$ cat src/rtl/core/assert_macros.svh
// Assertion macros shared by the RTL files that carry concurrent checks.
// Depends on nothing; include it by its bare file name.
`ifndef ASSERT_MACROS_SVH
`define ASSERT_MACROS_SVH

// Same-cycle implication, disabled while reset is asserted (active low).
`define ASSERT_IMPLIES(label, clk, rst_n, ante, cons) \
  label: assert property (@(posedge clk) disable iff (!(rst_n)) (ante) |-> (cons)) \
    else $error("assertion failed");

// Next-cycle implication, disabled while reset is asserted (active low).
`define ASSERT_NEXT(label, clk, rst_n, ante, cons) \
  label: assert property (@(posedge clk) disable iff (!(rst_n)) (ante) |=> (cons)) \
    else $error("assertion failed");

`endif

$ cat src/rtl/core/wvd_pkg.sv
// Types and constants of the wind vane direction decoder.
// Used by the result interface, the divider and match cells and the top level.
package wvd_pkg;

  localparam int ExtBits    = 17;
  localparam int MarginBits = 16;
  localparam int ResBits    = 29;
  localparam int IdxBits    = 4;
  localparam int StatusBits = 2;
  localparam int AddrBits   = 3;
  localparam int DataBits   = 32;
  localparam int LadderSize = 16;

  localparam logic [ResBits-1:0]    ResMax         = {ResBits{1'b1}};
  localparam logic [ExtBits-1:0]    ExtResetVal    = 17'd20000;
  localparam logic [MarginBits-1:0] MarginResetVal = 16'd5000;

  // Register indexes, taken from paddr[2].
  localparam logic RegExtResistor = 1'b0;
  localparam logic RegMatchMargin = 1'b1;

  // Result status codes.
  localparam logic [StatusBits-1:0] StatusMatched = 2'd0;
  localparam logic [StatusBits-1:0] StatusNoMatch = 2'd1;
  localparam logic [StatusBits-1:0] StatusZero    = 2'd2;

  // Nominal vane resistances in ohms, by compass sector.
  localparam logic [ExtBits-1:0] LadderOhms [LadderSize] = '{
    17'd33000, 17'd6570,  17'd8200,   17'd891,
    17'd1000,  17'd688,   17'd2200,   17'd1410,
    17'd3900,  17'd3140,  17'd16000,  17'd14120,
    17'd120000, 17'd42120, 17'd64900, 17'd21880
  };

  // Control that travels with each word down the pipeline.
  typedef struct packed {
    logic valid;
    logic zero;
  } pipe_ctl_t;

endpackage

$ cat src/rtl/core/wvd_if.sv
// Valid/ready stream interfaces for the sample and result words.
// Depends on wvd_pkg for the result field widths.
interface wvd_in_if #(
  parameter int SAMPLE_BITS = 12
);
  logic                   valid;
  logic                   ready;
  logic [SAMPLE_BITS-1:0] adc_sample;

  modport source (output valid, output adc_sample, input ready);
  modport sink (input valid, input adc_sample, output ready);
endinterface

interface wvd_out_if;
  import wvd_pkg::*;
  logic                  valid;
  logic                  ready;
  logic [IdxBits-1:0]    direction_index;
  logic [StatusBits-1:0] status;
  logic [ResBits-1:0]    resistance_ohms;

  modport source (output valid, output direction_index, output status,
                  output resistance_ohms, input ready);
  modport sink (input valid, input direction_index, input status,
                input resistance_ohms, output ready);
endinterface

$ cat src/rtl/core/wvd_div_cell.sv
// One restoring-division cell: produces one quotient bit per word and
// hands remainder, numerator and quotient to the next cell. Uses wvd_pkg.
module wvd_div_cell #(
  parameter int SB = 12,
  parameter int NB = 29
) (
  input  logic                clk_i,
  input  logic                rst_ni,
  input  logic                en_i,
  input  wvd_pkg::pipe_ctl_t  ctl_i,
  input  logic [SB-1:0]       divisor_i,
  input  logic [SB-1:0]       rem_i,
  input  logic [NB-1:0]       num_i,
  input  logic [NB-1:0]       quo_i,
  output wvd_pkg::pipe_ctl_t  ctl_o,
  output logic [SB-1:0]       divisor_o,
  output logic [SB-1:0]       rem_o,
  output logic [NB-1:0]       num_o,
  output logic [NB-1:0]       quo_o
);
  import wvd_pkg::*;

  logic [SB:0]   trial;
  logic [SB:0]   diff;
  logic          ge;
  pipe_ctl_t     ctl_q;
  logic [SB-1:0] divisor_q, rem_q, rem_d;
  logic [NB-1:0] num_q, quo_q;

  assign trial = {rem_i, num_i[NB-1]};
  assign ge    = trial >= {1'b0, divisor_i};
  assign diff  = trial - {1'b0, divisor_i};
  // The remainder stays below the divisor, so the low bits hold it exactly.
  assign rem_d = ge ? diff[SB-1:0] : trial[SB-1:0];

  always_ff @(posedge clk_i or negedge rst_ni) begin
    if (!rst_ni) begin
      ctl_q <= '0;
    end else if (en_i) begin
      ctl_q <= ctl_i;
    end
  end

  always_ff @(posedge clk_i) begin
    if (en_i) begin
      divisor_q <= divisor_i;
      rem_q     <= rem_d;
      num_q     <= {num_i[NB-2:0], 1'b0};
      quo_q     <= {quo_i[NB-2:0], ge};
    end
  end

  assign ctl_o     = ctl_q;
  assign divisor_o = divisor_q;
  assign rem_o     = rem_q;
  assign num_o     = num_q;
  assign quo_o     = quo_q;
endmodule

$ cat src/rtl/core/wvd_match_cell.sv
// One ladder compare cell: checks the resistance against one table entry
// and keeps the closest entry so far. Uses wvd_pkg for the ladder table.
module wvd_match_cell #(
  parameter int Index = 0
) (
  input  logic                              clk_i,
  input  logic                              rst_ni,
  input  logic                              en_i,
  input  wvd_pkg::pipe_ctl_t                ctl_i,
  input  logic [wvd_pkg::ResBits-1:0]       res_i,
  input  logic [wvd_pkg::MarginBits-1:0]    best_i,
  input  logic [wvd_pkg::IdxBits-1:0]       idx_i,
  input  logic                              found_i,
  output wvd_pkg::pipe_ctl_t                ctl_o,
  output logic [wvd_pkg::ResBits-1:0]       res_o,
  output logic [wvd_pkg::MarginBits-1:0]    best_o,
  output logic [wvd_pkg::IdxBits-1:0]       idx_o,
  output logic                              found_o
);
  import wvd_pkg::*;

  localparam logic [IdxBits-1:0] Idx = IdxBits'(Index);
  localparam logic [ResBits-1:0] Target = ResBits'(LadderOhms[Idx]);

  logic [ResBits-1:0]    gap;
  logic                  hit;
  pipe_ctl_t             ctl_q;
  logic [ResBits-1:0]    res_q;
  logic [MarginBits-1:0] best_q;
  logic [IdxBits-1:0]    idx_q;
  logic                  found_q;

  assign gap = (res_i >= Target) ? (res_i - Target) : (Target - res_i);
  // Strictly closer wins, so on a tie the earlier entry is kept.
  assign hit = gap < ResBits'(best_i);

  always_ff @(posedge clk_i or negedge rst_ni) begin
    if (!rst_ni) begin
      ctl_q <= '0;
    end else if (en_i) begin
      ctl_q <= ctl_i;
    end
  end

  always_ff @(posedge clk_i) begin
    if (en_i) begin
      res_q   <= res_i;
      best_q  <= hit ? gap[MarginBits-1:0] : best_i;
      idx_q   <= hit ? Idx : idx_i;
      found_q <= hit | found_i;
    end
  end

  assign ctl_o   = ctl_q;
  assign res_o   = res_q;
  assign best_o  = best_q;
  assign idx_o   = idx_q;
  assign found_o = found_q;
endmodule

$ cat src/rtl/core/wind_vane_direction_decode.sv
// Wind vane direction decoder: top level with skid stage, divider chain,
// ladder match chain and APB registers. Depends on wvd_pkg, wvd_if,
// wvd_div_cell, wvd_match_cell and assert_macros.svh.

// One ADC sample enters per cycle while the result side does not stall. One
// entry register forms external_resistor * (2^SAMPLE_BITS - 1), a chain of
// 17 + SAMPLE_BITS division cells yields one quotient bit each, one register
// subtracts the resistor and saturates to 29 bits, and one compare cell for
// each of the first min(TABLE_ENTRIES, 16) ladder entries tracks the nearest
// sector before the output register. When the result side stalls the whole
// pipeline holds, and a one-word skid register still takes one more sample.
// Registers (APB, byte address 4*i): 0 is external_resistor, 1 is
// match_margin; write them only while idle.
`include "assert_macros.svh"

module wind_vane_direction_decode #(
  parameter int TABLE_ENTRIES = 16,
  parameter int SAMPLE_BITS   = 12
) (
  input  logic                              clk_i,
  input  logic                              rst_ni,
  wvd_in_if.sink                            sample_i,
  wvd_out_if.source                         result_o,
  input  logic                              psel,
  input  logic                              penable,
  input  logic                              pwrite,
  input  logic [wvd_pkg::AddrBits-1:0]      paddr,
  input  logic [wvd_pkg::DataBits-1:0]      pwdata,
  output logic [wvd_pkg::DataBits-1:0]      prdata,
  output logic                              pready
);
  import wvd_pkg::*;

  localparam int SB = SAMPLE_BITS;
  localparam int NB = ExtBits + SAMPLE_BITS;
  localparam int NM = (TABLE_ENTRIES < LadderSize) ? TABLE_ENTRIES : LadderSize;
  localparam int XW = (NB > ResBits) ? NB : ResBits;

  // Configuration registers.
  logic [ExtBits-1:0]    ext_q;
  logic [MarginBits-1:0] margin_q;
  logic                  cfg_wr;

  assign pready = 1'b1;
  assign cfg_wr = psel & penable & pwrite;

  always_ff @(posedge clk_i or negedge rst_ni) begin
    if (!rst_ni) begin
      ext_q    <= ExtResetVal;
      margin_q <= MarginResetVal;
    end else if (cfg_wr) begin
      if (paddr[2] == RegExtResistor) begin
        ext_q <= pwdata[ExtBits-1:0];
      end else begin
        margin_q <= pwdata[MarginBits-1:0];
      end
    end
  end

  assign prdata = (paddr[2] == RegMatchMargin) ? DataBits'(margin_q) : DataBits'(ext_q);

  // Pipeline advance and input skid register.
  logic          en;
  logic          out_valid_q;
  logic          skid_valid_q, skid_valid_d;
  logic [SB-1:0] skid_q;
  logic          in_fire;
  logic          entry_valid;
  logic [SB-1:0] entry_sample;

  assign en             = !out_valid_q || result_o.ready;
  assign sample_i.ready = !skid_valid_q;
  assign in_fire        = sample_i.valid && !skid_valid_q;
  assign entry_valid    = skid_valid_q || in_fire;
  assign entry_sample   = skid_valid_q ? skid_q : sample_i.adc_sample;
  assign skid_valid_d   = en ? 1'b0 : (skid_valid_q || in_fire);

  always_ff @(posedge clk_i or negedge rst_ni) begin
    if (!rst_ni) begin
      skid_valid_q <= 1'b0;
    end else begin
      skid_valid_q <= skid_valid_d;
    end
  end

  always_ff @(posedge clk_i) begin
    if (!en && in_fire) begin
      skid_q <= sample_i.adc_sample;
    end
  end

  // Entry stage: numerator = resistor * full scale, as a shift and subtract.
  pipe_ctl_t     ctl0_q;
  logic [SB-1:0] div0_q;
  logic [NB-1:0] num0_q;

  always_ff @(posedge clk_i or negedge rst_ni) begin
    if (!rst_ni) begin
      ctl0_q <= '0;
    end else if (en) begin
      ctl0_q.valid <= entry_valid;
      ctl0_q.zero  <= (entry_sample == '0);
    end
  end

  always_ff @(posedge clk_i) begin
    if (en) begin
      div0_q <= entry_sample;
      num0_q <= {ext_q, {SB{1'b0}}} - NB'(ext_q);
    end
  end

  // Division chain, one quotient bit per cell, most significant first.
  pipe_ctl_t     dctl [NB+1];
  logic [SB-1:0] ddiv [NB+1];
  logic [SB-1:0] drem [NB+1];
  logic [NB-1:0] dnum [NB+1];
  logic [NB-1:0] dquo [NB+1];

  assign dctl[0] = ctl0_q;
  assign ddiv[0] = div0_q;
  assign drem[0] = '0;
  assign dnum[0] = num0_q;
  assign dquo[0] = '0;

  for (genvar g = 0; g < NB; g++) begin : g_div
    wvd_div_cell #(
      .SB(SB),
      .NB(NB)
    ) u_cell (
      .clk_i    (clk_i),
      .rst_ni   (rst_ni),
      .en_i     (en),
      .ctl_i    (dctl[g]),
      .divisor_i(ddiv[g]),
      .rem_i    (drem[g]),
      .num_i    (dnum[g]),
      .quo_i    (dquo[g]),
      .ctl_o    (dctl[g+1]),
      .divisor_o(ddiv[g+1]),
      .rem_o    (drem[g+1]),
      .num_o    (dnum[g+1]),
      .quo_o    (dquo[g+1])
    );
  end

  // Resistance stage: the quotient is never below the resistor.
  logic [XW-1:0]      res_full;
  pipe_ctl_t          rctl_q;
  logic [ResBits-1:0] res_q;

  assign res_full = XW'(dquo[NB]) - XW'(ext_q);

  always_ff @(posedge clk_i or negedge rst_ni) begin
    if (!rst_ni) begin
      rctl_q <= '0;
    end else if (en) begin
      rctl_q <= dctl[NB];
    end
  end

  always_ff @(posedge clk_i) begin
    if (en) begin
      res_q <= (res_full > XW'(ResMax)) ? ResMax : res_full[ResBits-1:0];
    end
  end

  // Ladder match chain.
  pipe_ctl_t             mctl   [NM+1];
  logic [ResBits-1:0]    mres   [NM+1];
  logic [MarginBits-1:0] mbest  [NM+1];
  logic [IdxBits-1:0]    midx   [NM+1];
  logic                  mfound [NM+1];

  assign mctl[0]   = rctl_q;
  assign mres[0]   = res_q;
  assign mbest[0]  = margin_q;
  assign midx[0]   = '0;
  assign mfound[0] = 1'b0;

  for (genvar g = 0; g < NM; g++) begin : g_match
    wvd_match_cell #(
      .Index(g)
    ) u_cell (
      .clk_i  (clk_i),
      .rst_ni (rst_ni),
      .en_i   (en),
      .ctl_i  (mctl[g]),
      .res_i  (mres[g]),
      .best_i (mbest[g]),
      .idx_i  (midx[g]),
      .found_i(mfound[g]),
      .ctl_o  (mctl[g+1]),
      .res_o  (mres[g+1]),
      .best_o (mbest[g+1]),
      .idx_o  (midx[g+1]),
      .found_o(mfound[g+1])
    );
  end

  // Output register.
  logic [IdxBits-1:0]    out_idx_q;
  logic [StatusBits-1:0] out_status_q;
  logic [ResBits-1:0]    out_res_q;
  pipe_ctl_t             last_ctl;

  assign last_ctl = mctl[NM];

  always_ff @(posedge clk_i or negedge rst_ni) begin
    if (!rst_ni) begin
      out_valid_q <= 1'b0;
    end else if (en) begin
      out_valid_q <= last_ctl.valid;
    end
  end

  always_ff @(posedge clk_i) begin
    if (en) begin
      if (last_ctl.zero) begin
        out_idx_q    <= '0;
        out_status_q <= StatusZero;
        out_res_q    <= '0;
      end else begin
        out_idx_q    <= mfound[NM] ? midx[NM] : '0;
        out_status_q <= mfound[NM] ? StatusMatched : StatusNoMatch;
        out_res_q    <= mres[NM];
      end
    end
  end

  assign result_o.valid           = out_valid_q;
  assign result_o.direction_index = out_idx_q;
  assign result_o.status          = out_status_q;
  assign result_o.resistance_ohms = out_res_q;

  // A zero reading carries neither a sector nor a resistance.
  `ASSERT_IMPLIES(a_zero_clean, clk_i, rst_ni,
    out_valid_q && (out_status_q == StatusZero),
    (out_res_q == '0) && (out_idx_q == '0))
  // Only a matched word names a sector.
  `ASSERT_IMPLIES(a_idx_only_matched, clk_i, rst_ni,
    out_valid_q && (out_status_q != StatusMatched), out_idx_q == '0)
  // A parked sample survives a stall.
  `ASSERT_NEXT(a_skid_hold, clk_i, rst_ni, skid_valid_q && !en, skid_valid_q)
  // A result stalled at the output is not overwritten.
  `ASSERT_NEXT(a_out_hold, clk_i, rst_ni, out_valid_q && !result_o.ready,
    out_valid_q && $stable(out_res_q) && $stable(out_status_q))
endmodule
$ cat src/flat_wrapper.sv
// flat-port wrapper written by rule: the top's interface ports become plain ports
module wind_vane_direction_decode_flat import wvd_pkg::*;
#(
  parameter int TABLE_ENTRIES = 16,
  parameter int SAMPLE_BITS   = 12
)
  (clk_i, rst_ni, psel, penable, pwrite, paddr, pwdata, prdata, pready, sample_i_valid, sample_i_adc_sample, sample_i_ready, result_o_valid, result_o_direction_index, result_o_status, result_o_resistance_ohms, result_o_ready);
  wvd_in_if #(.SAMPLE_BITS(SAMPLE_BITS)) sample_i_i ();
  wvd_out_if result_o_i ();
  input  logic clk_i;
  input  logic rst_ni;
  input  logic psel;
  input  logic penable;
  input  logic pwrite;
  input  logic [wvd_pkg::AddrBits-1:0] paddr;
  input  logic [wvd_pkg::DataBits-1:0] pwdata;
  output logic [wvd_pkg::DataBits-1:0] prdata;
  output logic pready;
  input wire logic [$bits(sample_i_i.valid)-1:0] sample_i_valid;
  input wire logic [$bits(sample_i_i.adc_sample)-1:0] sample_i_adc_sample;
  output wire logic [$bits(sample_i_i.ready)-1:0] sample_i_ready;
  output wire logic [$bits(result_o_i.valid)-1:0] result_o_valid;
  output wire logic [$bits(result_o_i.direction_index)-1:0] result_o_direction_index;
  output wire logic [$bits(result_o_i.status)-1:0] result_o_status;
  output wire logic [$bits(result_o_i.resistance_ohms)-1:0] result_o_resistance_ohms;
  input wire logic [$bits(result_o_i.ready)-1:0] result_o_ready;
  assign sample_i_i.valid = sample_i_valid;
  assign sample_i_i.adc_sample = sample_i_adc_sample;
  assign sample_i_ready = sample_i_i.ready;
  assign result_o_valid = result_o_i.valid;
  assign result_o_direction_index = result_o_i.direction_index;
  assign result_o_status = result_o_i.status;
  assign result_o_resistance_ohms = result_o_i.resistance_ohms;
  assign result_o_i.ready = result_o_ready;
  wind_vane_direction_decode #(.TABLE_ENTRIES(TABLE_ENTRIES), .SAMPLE_BITS(SAMPLE_BITS)) u_core (.clk_i(clk_i), .rst_ni(rst_ni), .sample_i(sample_i_i), .result_o(result_o_i), .psel(psel), .penable(penable), .pwrite(pwrite), .paddr(paddr), .pwdata(pwdata), .prdata(prdata), .pready(pready));
endmodule
$ cat config.mk
export PLATFORM = sky130hd
export DESIGN_NAME = wind_vane_direction_decode_flat
export DESIGN_NICKNAME = d
export VERILOG_FILES = /design/src/rtl/core/wvd_pkg.sv /design/src/rtl/core/wvd_if.sv /design/src/rtl/core/wvd_div_cell.sv /design/src/rtl/core/wvd_match_cell.sv /design/src/rtl/core/wind_vane_direction_decode.sv /design/src/flat_wrapper.sv
export VERILOG_INCLUDE_DIRS = /design/src /design/src/rtl/core
export SDC_FILE = /design/constraint.sdc
export NUM_CORES = 2
export LEC_CHECK = 0
export BUFFER_PORTS_ARGS = -buffer_cell sky130_fd_sc_hd__buf_2
export CAP_MARGIN = 30
export CORE_MARGIN = 1.5
export CORE_UTILIZATION = 30
export CTS_BUF_LIST = sky130_fd_sc_hd__clkbuf_16
export CTS_CLUSTER_DIAMETER = 200
export CTS_CLUSTER_SIZE = 16
export DETAILED_ROUTE_END_ITERATION = 8
export GPL_TIMING_DRIVEN = 0
export RECOVER_POWER = 25
export SYNTH_ARGS = -nofsm -noshare
export SYNTH_HDL_FRONTEND = slang
export SYNTH_SLANG_ARGS = --single-unit
export TNS_END_PERCENT = 50
$ cat constraint.sdc
create_clock -name clk_i -period 124.2 [get_ports clk_i]
set_clock_uncertainty 0.15 [all_clocks]
set_input_delay 0 -clock clk_i [delete_from_list [all_inputs] [get_ports clk_i]]
set_output_delay 0 -clock clk_i [all_outputs]
set_load 0.05 [all_outputs]
After elaboration in Yosys (flattened, before gate mapping)
Index checks and enable logic that the tools add are counted.
{ "totals": {"ff_bits": 2528, "latch_bits": 0, "mem_bits_rw": 0, "rom_bits": 0, "out_inout_bits": 70, "memories": 0} }
{ "classes": {"add_sub_neg": 62, "mul": 0, "div": 0, "magnitude_cmp": 62, "n_eq_ne": 0, "shifts": 0, "muxes": 63, "bitwise": 19, "n_reduce_logical": 11} }
{ "op_table": {"columns": ["cell", "n"], "rows": [
  ["< comparator 29 x 16 -> 1 bit", 16],
  ["2-to-1 mux 29 bit", 16],
  [">= comparator 13 x 12 -> 1 bit", 28],
  ["2-to-1 mux 12 bit", 28],
  ["subtractor 12 bit", 27],
  ["2-to-1 mux 16 bit", 15],
  [">= comparator 29 x 10 -> 1 bit, second input constant", 3],
  [">= comparator 29 x 12 -> 1 bit, second input constant", 3],
  [">= comparator 29 x 14 -> 1 bit, second input constant", 3],
  [">= comparator 29 x 16 -> 1 bit, second input constant", 3],
  ["subtractor 10 x 29 -> 29 bit, first input constant", 3],
  ["subtractor 12 x 29 -> 29 bit, first input constant", 3],
  ["subtractor 14 x 29 -> 29 bit, first input constant", 3],
  ["subtractor 16 x 29 -> 29 bit, first input constant", 3],
  ["subtractor 29 x 10 -> 29 bit, second input constant", 3],
  ["subtractor 29 x 12 -> 29 bit, second input constant", 3],
  ["subtractor 29 x 14 -> 29 bit, second input constant", 3],
  ["subtractor 29 x 16 -> 29 bit, second input constant", 3],
  ["subtractor 29 x 17 -> 29 bit", 2],
  [">= comparator 29 x 11 -> 1 bit, second input constant", 1],
  [">= comparator 29 x 13 -> 1 bit, second input constant", 1],
  [">= comparator 29 x 15 -> 1 bit, second input constant", 1],
  [">= comparator 29 x 17 -> 1 bit, second input constant", 1],
  ["greater-than comparator 29 bit, second input constant", 1],
  ["21 further kinds", 44]
]} }

Depth between registers and ports, before layout
{ "depth": {"ltp_word": 4, "depth_mapped": 21, "depth_no_buf": 19} }

Hierarchy
From an unflattened synthesis, not the netlist that was laid out.
{ "hier_totals": {"hier_cells": 10429, "hier_area_um2": 154937.3} }
{ "modules_own_cells": {"columns": ["module", "instances", "cells_each", "area_per_inst_um2"], "rows": [
  ["wvd_div_cell", 29, 195, 3372.0],
  ["wind_vane_direction_decode", 1, 579, 7475.9],
  ["wvd_match_cell at u_core.g_match[13].u_cell", 1, 312, 3378.2],
  ["wvd_match_cell at u_core.g_match[1].u_cell", 1, 298, 3360.7],
  ["wvd_match_cell at u_core.g_match[11].u_cell", 1, 272, 3191.8],
  ["wvd_match_cell at u_core.g_match[6].u_cell", 1, 273, 3185.6],
  ["wvd_match_cell at u_core.g_match[14].u_cell", 1, 267, 3180.6],
  ["wvd_match_cell at u_core.g_match[2].u_cell", 1, 247, 3099.2],
  ["wvd_match_cell at u_core.g_match[12].u_cell", 1, 267, 3084.2],
  ["wvd_match_cell at u_core.g_match[7].u_cell", 1, 254, 3081.7],
  ["wvd_match_cell at u_core.g_match[0].u_cell", 1, 259, 3067.9],
  ["wvd_match_cell at u_core.g_match[3].u_cell", 1, 245, 3056.7],
  ["wvd_match_cell at u_core.g_match[5].u_cell", 1, 241, 3036.7],
  ["wvd_match_cell at u_core.g_match[9].u_cell", 1, 250, 3025.4],
  ["4 more rows", null, null, null]
]} }

Worst setup path after synthesis
No wires, ideal clock.
{ "synth_timing": {"kind": "register to register", "start": "register u_core.out_valid_q, in the netlist u_core.result_o.valid", "end": "register u_core.skid_q[0] (enable)", "setup_ns": 5.853, "arrival_time_ns": 80.545, "setup_slack_ns": 37.652, "path_stages_with_launch": 5, "path_buffers": 2, "cell_sequence": "dfrtp_1 nand2b_1 clkbuf_1 clkbuf_1 nor3b_1"} }
{ "synth_between": {"elab_chain_len": 4} }
{ "synth_rtl": {"columns": ["item", "line_no", "rtl"], "rows": [
  ["from (decl)", "wind_vane_direction_decode.sv:64", "logic out_valid_q;"],
  ["from (signal assigned)", "wind_vane_direction_decode.sv:213", "out_valid_q <= last_ctl.valid;"],
  ["logical NOT 1 bit", "wind_vane_direction_decode.sv:71", "assign en = !out_valid_q || result_o.ready;"],
  ["logical OR 1 bit", "wind_vane_direction_decode.sv:71", null],
  ["logical NOT 1 bit", "wind_vane_direction_decode.sv:87", "if (!en && in_fire) begin"],
  ["logical AND 1 bit", "wind_vane_direction_decode.sv:87", null],
  ["to (signal assigned)", "wind_vane_direction_decode.sv:88", "skid_q <= sample_i.adc_sample;"],
  ["to (decl)", "wind_vane_direction_decode.sv:66", "logic [SB-1:0] skid_q;"]
]} }
No other way between the ends.
A chain may end at the register's enable or synchronous reset.

Worst setup path after layout
{ "layout_timing": {"start": "register u_core.g_match[1].u_cell.res_q[14]", "end": "register u_core.g_match[2].u_cell.best_q[8] (data pin)"} }
{ "layout_between": {"elab_chain_len": 4} }
{ "layout_rtl": {"columns": ["item", "line_no", "rtl"], "rows": [
  ["from (decl)", "wvd_match_cell.sv:28", "logic [ResBits-1:0] res_q;"],
  ["from (signal assigned)", "wvd_match_cell.sv:47", "res_q <= res_i;"],
  ["subtractor 14 x 29 -> 29 bit, or another cell as far along", "wvd_match_cell.sv:33", "assign gap = (res_i >= Target) ? (res_i - Target) : (Target - res_i);"],
  ["2-to-1 mux 29 bit (*)", "wvd_match_cell.sv:33", null],
  ["< comparator 29 x 16 -> 1 bit", "wvd_match_cell.sv:35", "assign hit = gap < ResBits'(best_i);"],
  ["2-to-1 mux 16 bit (*)", "wvd_match_cell.sv:48", "best_q <= hit ? gap[MarginBits-1:0] : best_i;"],
  ["to (signal assigned)", "wvd_match_cell.sv:48", null],
  ["to (decl)", "wvd_match_cell.sv:29", "logic [MarginBits-1:0] best_q;"]
]} }
Every way passes the cells marked *; elsewhere a longest branch is shown, timed or not.

==> results.sh <==
export IMPL_yosysSeqAreaShare=0.631
export IMPL_drt_iter0_markers=4430
export IMPL_rsz0062_at_grt="no"
export IMPL_grt_max_degree=95
export IMPL_crit_path_max_fanout=10
export IMPL_area_growth_pct=11.6
export IMPL_status="complete, no violations"
export IMPL_synth_compound_area_share=0.0745
export IMPL_end_kind="flop"
export IMPL_worst_slew_pin_slew_ps=987
export IMPL_cts_made_buffers=183
export IMPL_synth_simple_area_share=0.0818
export IMPL_placed_cell_area_mm2=0.127
export IMPL_fin_crit_ps=6910
export IMPL_vias=67100
export IMPL_cts_max_path_buffers=4
export IMPL_row_count=231
export IMPL_route_detailed_wl_per_inst_um=16.3
export IMPL_yosys_area_top_type="edfxtp_1"
export IMPL_initial_core_util=0.301
export IMPL_power_mw=2.89
export IMPL_coreArea_mm2=0.396
export IMPL_syn_inst=8756
export IMPL_hold_ws_ps=149
export IMPL_io_buffer_count=89
export IMPL_slew_headroom=0.340
export IMPL_grt_pass1_wl_um=372000
export IMPL_die_h_um=634
export IMPL_hp_class="primary input to flop"
export IMPL_yosys_warnings=0
export IMPL_hpwl_um=173000
export IMPL_final_nets=9897
export IMPL_ys_types=102
export IMPL_setup_viol=0
export IMPL_cts_reportedPaths_clkPinSlew_ps=70
export IMPL_maxCapViolCount=0
export IMPL_clock_sinks=2528
export IMPL_cts_root_buf="clkbuf_16"
export IMPL_p_leak_nw=51.2
export IMPL_clk_latency_ps=900
export IMPL_synthArstFlopShare=0.0510
export IMPL_grt_pass1_vias=66200
export IMPL_path_class="flop to flop"
export IMPL_synth_top_cell_area_share=0.604
export IMPL_arrival_ps=7380
export IMPL_io_pins=124
export IMPL_grt_overflow_total=0
export IMPL_final_max_slew_viol_count=0
export IMPL_firstDrtPassIters=6
export IMPL_die_w_um=634
export IMPL_synth_xor_area_frac=0.0393
export IMPL_die_area_mm2=0.401
export IMPL_grt_use_total=0.115
export IMPL_routed_wl_um=236000
export IMPL_design_area_mm2=0.133
export IMPL_via_per_inst=4.64
export IMPL_synth_area_mm2=0.119
export IMPL_route_detailed_drc=0
export IMPL_final_hold_viol_count=0
export IMPL_synthTopCellsByCount="edfxtp_1, inv_1, ha_1, mux2_2, nor2_1"
export IMPL_antenna_left=0
export IMPL_crit_path_start_kind="flop"
export IMPL_fmax_mhz=145
export IMPL_gp_congestion=0.864
export IMPL_ir_drop_v=0.0000110
export IMPL_crit_required_ps=124670
export IMPL_min_period_over_period=0.0556
export IMPL_ys_seq_elements=2528
export IMPL_cts_tree="built"
export IMPL_avgSynthCellArea_um2=13.6
export IMPL_cts_htree_levels=4
export IMPL_synth_fa_ha_area_frac=0.0737
export IMPL_antenna_found_initial=12
export IMPL_synth_area_top_cells="edfxtp_1, ha_1, mux2_2, inv_1, dfrtp_1"
export IMPL_power_per_cell_area_mw_per_mm2=21.7
export IMPL_drive_above_1_share=0.114
export IMPL_cts_resized=0
export IMPL_yosysMostFrequentCell="edfxtp_1"
export IMPL_synth_flop_cell="edfxtp_1"
export IMPL_synth_edf_count=2399
export IMPL_synthMuxAreaShare=0.0663
export IMPL_synth_top_family_by_area="simple AND/OR/NAND/NOR gates"
-- cells by family (layout without fill, tap and decap cells) --
logic type | Yosys count | in the layout
AOI/OAI and AO/OA | 1346 | 1346
xor gates and xnor gates | 535 | 535
adders and majority gates | 686 | 686
buffers and inverters | 1031 | 1475
DFF | 2528 | 2528
muxes | 708 | 708
other | 2 | 21
and+or+nand+nor | 1920 | 1920
-- area by class of cell --
| class | instances | area (µm²) |
|---|---|---|
| repair buffers | 202 | 2290 |
| clock inverters | 57 | 310 |
| diodes | 5 | 12.5 |
| inverters | 861 | 3230 |
| flip-flops and latches | 2528 | 75300 |
| multi-input cells | 5211 | 40100 |
| well taps | 5242 | 6560 |
| plain buffers | 170 | 727 |
| clock buffers | 185 | 4630 |
| fillers | 38400 | 263000 |
-- placed cells by master (no fill, tap or decap), types with 37 or more instances in the layout --
master            n
clkbuf_1        136
a211oi_1         84
edfxtp_1       2399
xor2_1          205
a41oi_1          38
o2111ai_1        39
o21a_1           42
dfrtp_1         119
a31oi_1          51
nand2_1         465
o211ai_1         51
nand3_1         121
inv_1           912
nand4_1          78
a21o_1          147
ha_1            658
nor2_1          466
mux2_2          583
a21oi_1         282
nor2b_1         153
nor3_1          142
or3_1            40
nand2b_1        108
clkbuf_16       185
nor4_1           67
o21ai_0         326
buf_16           40
and4_1           38
dlygate4sd3_1    69
xnor2_1         330
a21boi_0         37
buf_2            98
or4_1            51
mux2i_1          80
-- final timing paths --
path	from	end	slack [ps]	depth (start not counted)
max reg2reg	u_core.g_match[1].u_cell.res_o[14]$_DFFE_PN_	u_core.g_match[2].u_cell.best_o[8]$_DFFE_PN_	117290	17
min reg2reg	u_core.g_div[16].u_cell.num_o[27]$_DFFE_PN_	u_core.g_div[17].u_cell.num_o[28]$_DFFE_PN_	250	0
min in group asynchronous	rst_ni	u_core.skid_valid_q$_DFF_PN0_	560	5
max	u_core.g_match[1].u_cell.res_o[14]$_DFFE_PN_	u_core.g_match[2].u_cell.best_o[8]$_DFFE_PN_	117290	17
max in group asynchronous	rst_ni	u_core.g_match[1].u_cell.ctl_o[1]$_DFFE_PN0N_	122600	6
min	result_o_ready	u_core.result_o.valid$_DFFE_PN0N_	150	5
-- timing repair --
action,CTS,global route
buffers inserted,0,0
hold buffers,70,0
endpoints found under the hold margin,201,0
-- stage by stage --
stage | setup TNS [ps] | std cells | worst slack, ps | utilization
after floorplan | 0 | 8770 | 37650 | -
after global placement | -680 | 14100 | -680 | 0.319
after detailed placement | 0 | 14100 | 117320 | 0.322
after CTS | 0 | 14500 | 117320 | 0.336
after global routing | 0 | 14500 | 116720 | 0.336
final | 0 | 14500 | 117290 | 0.337
-- sequential cells by signal, indices dropped and copies added, names as in the netlist, 2 cells and up --
register	cells
u_core.num0_q	29
u_core.div0_q	12
u_core.g_div.u_cell.num_o	406
u_core.g_div.u_cell.ctl_o	58
u_core.g_match.u_cell.res_o	464
u_core.g_match.u_cell.best_o	240
u_core.g_div.u_cell.rem_o	336
u_core.res_q	29
u_core.margin_q	16
u_core.result_o.direction_index	4
u_core.g_match.u_cell.found_o	16
u_core.g_div.u_cell.divisor_o	336
u_core.g_match.u_cell.ctl_o	32
u_core.ext_q	17
u_core.result_o.resistance_ohms	29
u_core.mctl	2
u_core.g_match.u_cell.idx_o	49
u_core.ctl0_q	2
u_core.g_div.u_cell.quo_o	435
u_core.result_o.status	2
u_core.skid_q	12
-- power by group --
| group | switching, mW | leakage (nW) | internal, mW |
|---|---|---|---|
| Clock | 0.280 | 2.60 | 0.267 |
| Combinational | 0.509 | 22.7 | 0.429 |
| Sequential | 0.159 | 25.9 | 1.24 |
| Total | 0.949 | 51.2 | 1.94 |
-- per-layer routing --
| layer | track usage | part of all wire | vias to the layer above | wire [µm] |
|---|---|---|---|---|
| met5 | 0 | 0.00038 | - | 90 |
| met4 | 0.0359 | 0.029 | 14 | 6850 |
| met3 | 0.0147 | 0.036 | 377 | 8390 |
| met2 | 0.201 | 0.49 | 1165 | 115000 |
| met1 | 0.149 | 0.45 | 32400 | 106000 |
| li1 | - | - | 33100 | - |
-- critical path, stage by stage (launching register included) --
cell and delay (ps):
edfxtp_1 520, or3_1 470, nand4b_1 280, a311oi_1 630, nand2_1 430, clkbuf_1 330
nor2_1 230, a22oi_1 120, xor2_1 190, ha_1 300, a211oi_1 190, o21ai_0 210
nor4_1 650, o2111ai_1 240, nor4_1 270, nand4_1 600, clkbuf_1 470, mux2_2 370
Note: power is estimated with default switching activity, not from simulation.
